**config.mk**
```make
export PLATFORM = sky130hd
export DESIGN_NAME = sgb_ctrl
export DESIGN_NICKNAME = d
export VERILOG_FILES = /design/src/rtl/sgb_pkg.sv /design/src/rtl/sgb_ctrl.sv
export SDC_FILE = /design/constraint.sdc
export NUM_CORES = 1
export LEC_CHECK = 0
export BUFFER_PORTS_ARGS = -buffer_cell sky130_fd_sc_hd__buf_2
export CAP_MARGIN = 20
export CORE_AREA = 2 2 63 65
export CTS_CLUSTER_DIAMETER = 100
export DETAILED_ROUTE_END_ITERATION = 16
export DIE_AREA = 0 0 65 67
export GPL_TIMING_DRIVEN = 0
export PLACE_DENSITY = 0.84
export SYNTH_ARGS = -nofsm -noshare
export SYNTH_HDL_FRONTEND = slang
export SYNTH_SLANG_ARGS = --single-unit
```
**constraint.sdc**
```tcl
create_clock -name clk -period 7.2 [get_ports clk]
set_clock_uncertainty 0.2 [all_clocks]
set_input_delay 0.36 -clock clk [delete_from_list [all_inputs] [get_ports clk]]
set_output_delay 0.36 -clock clk [all_outputs]
set_load 0.05 [all_outputs]
```
**src/rtl/sgb_pkg.sv**
```systemverilog
// sgb_pkg: shared types, codes and constants for the separable blur block
// no dependencies
`default_nettype none
package sgb_pkg;
	localparam int CH_BITS = 16;
	localparam int PIX_BITS = 3 * CH_BITS;
	localparam int WGT_BITS = 17;
	localparam int RAD_BITS = 3;
	localparam int DIM_BITS = 8;
	localparam int CFG_IDX_BITS = 3;
	localparam int CFG_DATA_BITS = 17;
	localparam int COL_BITS = 7;
	localparam int ROW_BITS = 7;

	// register indexes
	localparam logic [CFG_IDX_BITS-1:0] REG_RADIUS = 3'd0;
	localparam logic [CFG_IDX_BITS-1:0] REG_WIDTH  = 3'd1;
	localparam logic [CFG_IDX_BITS-1:0] REG_HEIGHT = 3'd2;
	localparam logic [CFG_IDX_BITS-1:0] REG_W0     = 3'd3;
	localparam logic [CFG_IDX_BITS-1:0] REG_W1     = 3'd4;
	localparam logic [CFG_IDX_BITS-1:0] REG_W2     = 3'd5;
	localparam logic [CFG_IDX_BITS-1:0] REG_W3     = 3'd6;
	localparam logic [CFG_IDX_BITS-1:0] REG_W4     = 3'd7;

	// action codes
	localparam logic [1:0] ACT_WRITE = 2'd0;
	localparam logic [1:0] ACT_RUN   = 2'd1;
	localparam logic [1:0] ACT_READ  = 2'd2;

	// result kinds
	localparam logic KIND_PIXEL = 1'b0;
	localparam logic KIND_DONE  = 1'b1;

	typedef struct packed {
		logic [1:0]          action;
		logic [COL_BITS-1:0] pixel_col;
		logic [ROW_BITS-1:0] pixel_row;
		logic signed [CH_BITS-1:0] red_in;
		logic signed [CH_BITS-1:0] green_in;
		logic signed [CH_BITS-1:0] blue_in;
	} cmd_word_t;

	typedef struct packed {
		logic                result_kind;
		logic signed [CH_BITS-1:0] red_out;
		logic signed [CH_BITS-1:0] green_out;
		logic signed [CH_BITS-1:0] blue_out;
	} result_word_t;

	// controller to datapath commands
	typedef struct packed {
		logic clear_acc;   // start a new output pixel
		logic tap_read;    // issue memory read for current tap
		logic tap_mac;     // accumulate returned tap
		logic store_out;   // round, saturate and write the pixel
		logic pass_vert;   // 0: horizontal pass, 1: vertical
	} dp_cmd_t;

	// round to nearest (ties up) at scale 2^16 and saturate to 16 bits
	function automatic logic signed [CH_BITS-1:0] round_sat(input logic signed [39:0] acc);
		logic signed [39:0] q;
		q = (acc + 40'sd32768) >>> 16;
		if (q > 40'sd32767) return 16'sh7fff;
		else if (q < -40'sd32768) return 16'sh8000;
		else return q[CH_BITS-1:0];
	endfunction
endpackage
`default_nettype wire

```
**src/rtl/sgb_ctrl.sv**
```systemverilog
// sgb_ctrl: sequencer that walks pixels and taps of both blur passes
// depends on sgb_pkg
`default_nettype none
module sgb_ctrl #(
	parameter int MAX_WIDTH = 128,
	parameter int MAX_HEIGHT = 128,
	parameter int MAX_RADIUS = 4
) (
	input  wire                  clk,
	input  wire                  arst_n,
	input  wire                  run,
	input  wire [$clog2(MAX_RADIUS+1)-1:0]  radius,
	input  wire [$clog2(MAX_WIDTH+1)-1:0]   eff_w,
	input  wire [$clog2(MAX_HEIGHT+1)-1:0]  eff_h,
	output logic                 busy,
	output logic                 done,
	output sgb_pkg::dp_cmd_t     cmd,
	output logic [$clog2(MAX_WIDTH)-1:0]    x,
	output logic [$clog2(MAX_HEIGHT)-1:0]   y,
	output logic signed [$clog2(MAX_RADIUS+1)+1:0] tap
);
	import sgb_pkg::*;
	localparam int XW = $clog2(MAX_WIDTH);
	localparam int YW = $clog2(MAX_HEIGHT);
	localparam int TW = $clog2(MAX_RADIUS+1) + 2;

	typedef enum logic [5:0] {
		ST_IDLE  = 6'b000001,
		ST_TAP   = 6'b000010,
		ST_DRAIN = 6'b000100,
		ST_WAIT  = 6'b001000,
		ST_STORE = 6'b010000,
		ST_DONE  = 6'b100000
	} state_t;

	state_t state_q;
	logic vert_q;
	logic [XW-1:0] x_q;
	logic [YW-1:0] y_q;
	logic signed [TW-1:0] tap_q;
	logic mac_q;  // read issued last cycle, data arrives now
	logic signed [TW-1:0] rad_s;
	logic last_x, last_y;

	assign rad_s = TW'(signed'({1'b0, radius}));
	assign last_x = (x_q == XW'(eff_w - 1'b1));
	assign last_y = (y_q == YW'(eff_h - 1'b1));

	// state register and counters
	always_ff @(posedge clk or negedge arst_n) begin
		if (!arst_n) begin
			state_q <= ST_IDLE;
			vert_q <= 1'b0;
			x_q <= '0;
			y_q <= '0;
			tap_q <= '0;
			mac_q <= 1'b0;
		end else begin
			mac_q <= (state_q == ST_TAP);
			case (state_q)
				ST_IDLE: begin
					if (run) begin
						state_q <= ST_TAP;
						vert_q <= 1'b0;
						x_q <= '0;
						y_q <= '0;
						tap_q <= -rad_s;
					end
				end
				ST_TAP: begin
					if (tap_q == rad_s) state_q <= ST_DRAIN;
					else tap_q <= tap_q + 1'b1;
				end
				ST_DRAIN: state_q <= ST_WAIT;
				ST_WAIT: state_q <= ST_STORE;
				ST_STORE: begin
					tap_q <= -rad_s;
					if (!last_x) begin
						x_q <= x_q + 1'b1;
						state_q <= ST_TAP;
					end else begin
						x_q <= '0;
						if (!last_y) begin
							y_q <= y_q + 1'b1;
							state_q <= ST_TAP;
						end else begin
							y_q <= '0;
							if (vert_q) state_q <= ST_DONE;
							else begin
								vert_q <= 1'b1;
								state_q <= ST_TAP;
							end
						end
					end
				end
				ST_DONE: state_q <= ST_IDLE;
				default: state_q <= ST_IDLE;
			endcase
		end
	end

	// command decode
	always_comb begin
		cmd.clear_acc = (state_q == ST_STORE) || (state_q == ST_IDLE);
		cmd.tap_read  = (state_q == ST_TAP);
		cmd.tap_mac   = mac_q;
		cmd.store_out = (state_q == ST_STORE);
		cmd.pass_vert = vert_q;
	end

	assign busy = (state_q != ST_IDLE);
	assign done = (state_q == ST_DONE);
	assign x = x_q;
	assign y = y_q;
	assign tap = tap_q;
endmodule
`default_nettype wire

```
==> impl_metrics.json <==
{
  "core_um2": 3606,
  "flow.area_growth_from_synthesis_pct": 16.37,
  "timing.rr.end": "tap[0]",
  "layout-drive-gt1-share_pct": 19.80,
  "grt-ovfl-total": 0,
  "hpwl_mm": 3.568,
  "rsz0062_at_grt": "no",
  "drc_errors": 0,
  "power_density_nw_per_um2": 242.6,
  "synthCells": 253,
  "gp_congestion": 0.8213,
  "drt_pass1_iterations": 4,
  "reg2reg_slack_ns": 4.59,
  "detail-route-antenna-nets": 0,
  "synth_flop_cell": "dfrtp_1",
  "antenna_cells": 0,
  "report.final.slew_viol_count": 0,
  "cp_slowest_cell": "dfrtp_1",
  "grt_pass1_wl_mm": 7.983,
  "multi_input_area_um2": 1303,
  "yosysUniqueCellTypes": 55,
  "layout_min_cycle_time_ns": 2.740,
  "cts.clk_slew.worst_paths_ns": 0.10,
  "grt_use_total_pct": 23.07,
  "wl_per_cell_um": 13.52,
  "worstSetupEndpointType": "output port",
  "async_flop_share_pct": 100.0,
  "syn-cell-area_um2": 2110,
  "fp.dieArea_um2": 4355,
  "finalPower_w": 0.0005956,
  "critPathKind": "flop to output port",
  "cts-buffers-inserted": 3,
  "layout_commonest_cell": "buf_2",
  "synth_area_leaders": "dfrtp_1, xnor2_1, nand2_1",
  "path_cells": "or2_2 > nor3_1 > nand3b_1 > clkinv_1 > clkbuf_1 > buf_2",
  "setup_viol": 0,
  "wirelength_mm": 4.745,
  "setup.worst_path.start": "state_q[1]",
  "avgSynthCellArea_um2": 8.338,
  "synth_edf_count": 0,
  "crit_arrival_ns": 2.18,
  "fill_cells": 322,
  "die_w_um": 65,
  "cts_tree": "built",
  "crit_end": "cmd[1]",
  "yosys_warnings": 0,
  "rr_startpoint": "state_q[3]",
  "io_pins": 48,
  "tightest_slew_ns": 0.5807,
  "outcome": "complete, no violations",
  "synth_seq_cells": 27,
  "drtIter0Drc": 89,
  "tns_ns": 0,
  "cp_max_fo": 10,
  "r2r_cells": 7,
  "antenna_found_initial": 0,
  "clockBufferDepth": 2,
  "min_path_type": "input port to flop",
  "slew_headroom_pct": 61.28,
  "dieHeight_um": 67,
  "synth_nets": 282,
  "vias": 2110,
  "p_leak_nw": 1.109,
  "finalHoldViolCount": 0,
  "critical_path.max_stage_delay_ns": 0.43,
  "grt_max_degree": 28,
  "clk_latency_ns": 0.27,
  "vias_per_cell": 6.011,
  "post_cts_buffers": 0,
  "maxCapViolCount": 0,
  "cts.sinks": 27,
  "crit_required_ns": 6.64,
  "synth.top_cell.area_share_pct": 30.84,
  "peakVddDrop_v": 0.0002757,
  "rows": 22,
  "fin_crit_sh_pct": 38.06,
  "initial_core_util_pct": 58.50,
  "fin_nets": 333,
  "worstSetupStartpointType": "flop",
  "final_cell_mix": "buf_2, dfrtp_1, nand2_1, inv_1",
  "io_buffers": 45,
  "grt_pass1_vias": 1917,
  "ys_seq_area_share_pct": 32.09,
  "fmax_mhz": 365.0,
  "htreeDepth": 1,
  "seqCellArea_um2": 676.9,
  "root_buffer": "clkbuf_8",
  "yosysTopAreaCell": "dfrtp_1"
}
[layout make-up]
| cell class | count | share of cell area (%) |
|---|---|---|
| Buffer | 12 | 2.243 |
| Multi-Input combinational cell | 194 | 53.06 |
| Inverter | 20 | 3.058 |
| Sequential cell | 27 | 27.57 |
| Tap cell | 48 | 2.446 |
| Timing Repair Buffer | 46 | 9.582 |
| Clock inverter | 1 | 0.3568 |
| Clock buffer | 3 | 1.682 |
[logic make-up (layout without fill, tap and decap cells)]
family,Yosys count,in the layout,share of synthesized area [%]
flip-flops,27,27,32.09
AND/OR/NAND/NOR,106,106,27.94
AO/OA/AOI/OAI,61,61,20.64
multiplexers,1,1,0.4745
XOR/XNOR,19,19,8.541
buffers and inverters,32,82,6.168
adder cells (fa/ha/maj),7,7,4.152
[worst min-delay path by stage]
| stage | from | endpoint | cells after the start |
|---|---|---|---|
| final | run | vert_q | 2 |
| after global routing | run | vert_q | 2 |
| after CTS | run | vert_q | 2 |
| after detailed placement | arst_n | tap[2] | 1 |
| after global placement | arst_n | tap[4] | 1 |
| after floorplan | arst_n | mac_q | 0 |
[stage by stage]
step | setup slack, ns | hold WS (ns) | area, um^2 | std cells | utilization (%)
2_1_floorplan | 4.667 | -0.1356 | 2110 | 253 | -
3_5_place_dp | 4.347 | 0.2031 | 2395 | 346 | 66.41
5_1_grt | 4.296 | 0.08520 | 2455 | 351 | 68.08
3_3_place_gp | 4.394 | 0.2086 | 2395 | 346 | 66.41
4_1_cts | 4.472 | 0.08256 | 2455 | 351 | 68.08
6_report | 4.460 | 0.08177 | 2455 | 351 | 68.08
[synth_stat cells (2+ instances only)]
library cell and count:
a211o_1 3, nand3_1 11, clkbuf_1 8, nor2_1 12, o2111ai_1 4, o211ai_1 5, a21o_1 3, nand3b_1 7
a31oi_1 7, o21bai_1 2, dfrtp_1 26, and3_1 8, o22ai_1 3, or2_2 2, nor3_1 10, xnor2_1 12
o21a_1 2, buf_4 2, o21ai_0 10, nand2b_1 4, a2bb2oi_1 2, nor3b_1 2, nand2_1 24, nor4_1 2
buf_2 2, or3_1 2, clkinv_1 2, nand4_1 11, xor2_1 6, inv_1 18, a21oi_1 10, nor4b_1 2
ha_1 7
[layer usage]
metal	wire [um]	part of all wire, %	global-route usage, %
met3	153	3.2	3.041
met2	2341	49	41.88
met5	0	0	0
met4	46	0.97	6.915
met1	2203	46	28.39
[worst max-delay path, delay by kind of cell, from the launching register on]
family	cells	cell delay, ns
flip-flops	1	0.43
AND/OR/NAND/NOR	3	0.59
buffers and inverters	3	0.88
[sequential cells by signal (all words and copies together), names as in the netlist]
name / count
vert_q: 1
state_q: 6
y: 7
x: 7
mac_q: 1
tap: 5
[power breakdown]
part	total, W	internal (W)	switching [W]
clock network	0.0000905	0.0000406	0.0000498
registers	0.000201	0.000176	0.0000249
logic	0.000304	0.0000980	0.000206
total	0.000596	0.000315	0.000281
[what timing repair did]
item	in CTS	in global routing
hold buffers	1	0
endpoints found under the hold margin	26	0
resized for setup	0	0
Power figures use the tool's default switching activity.
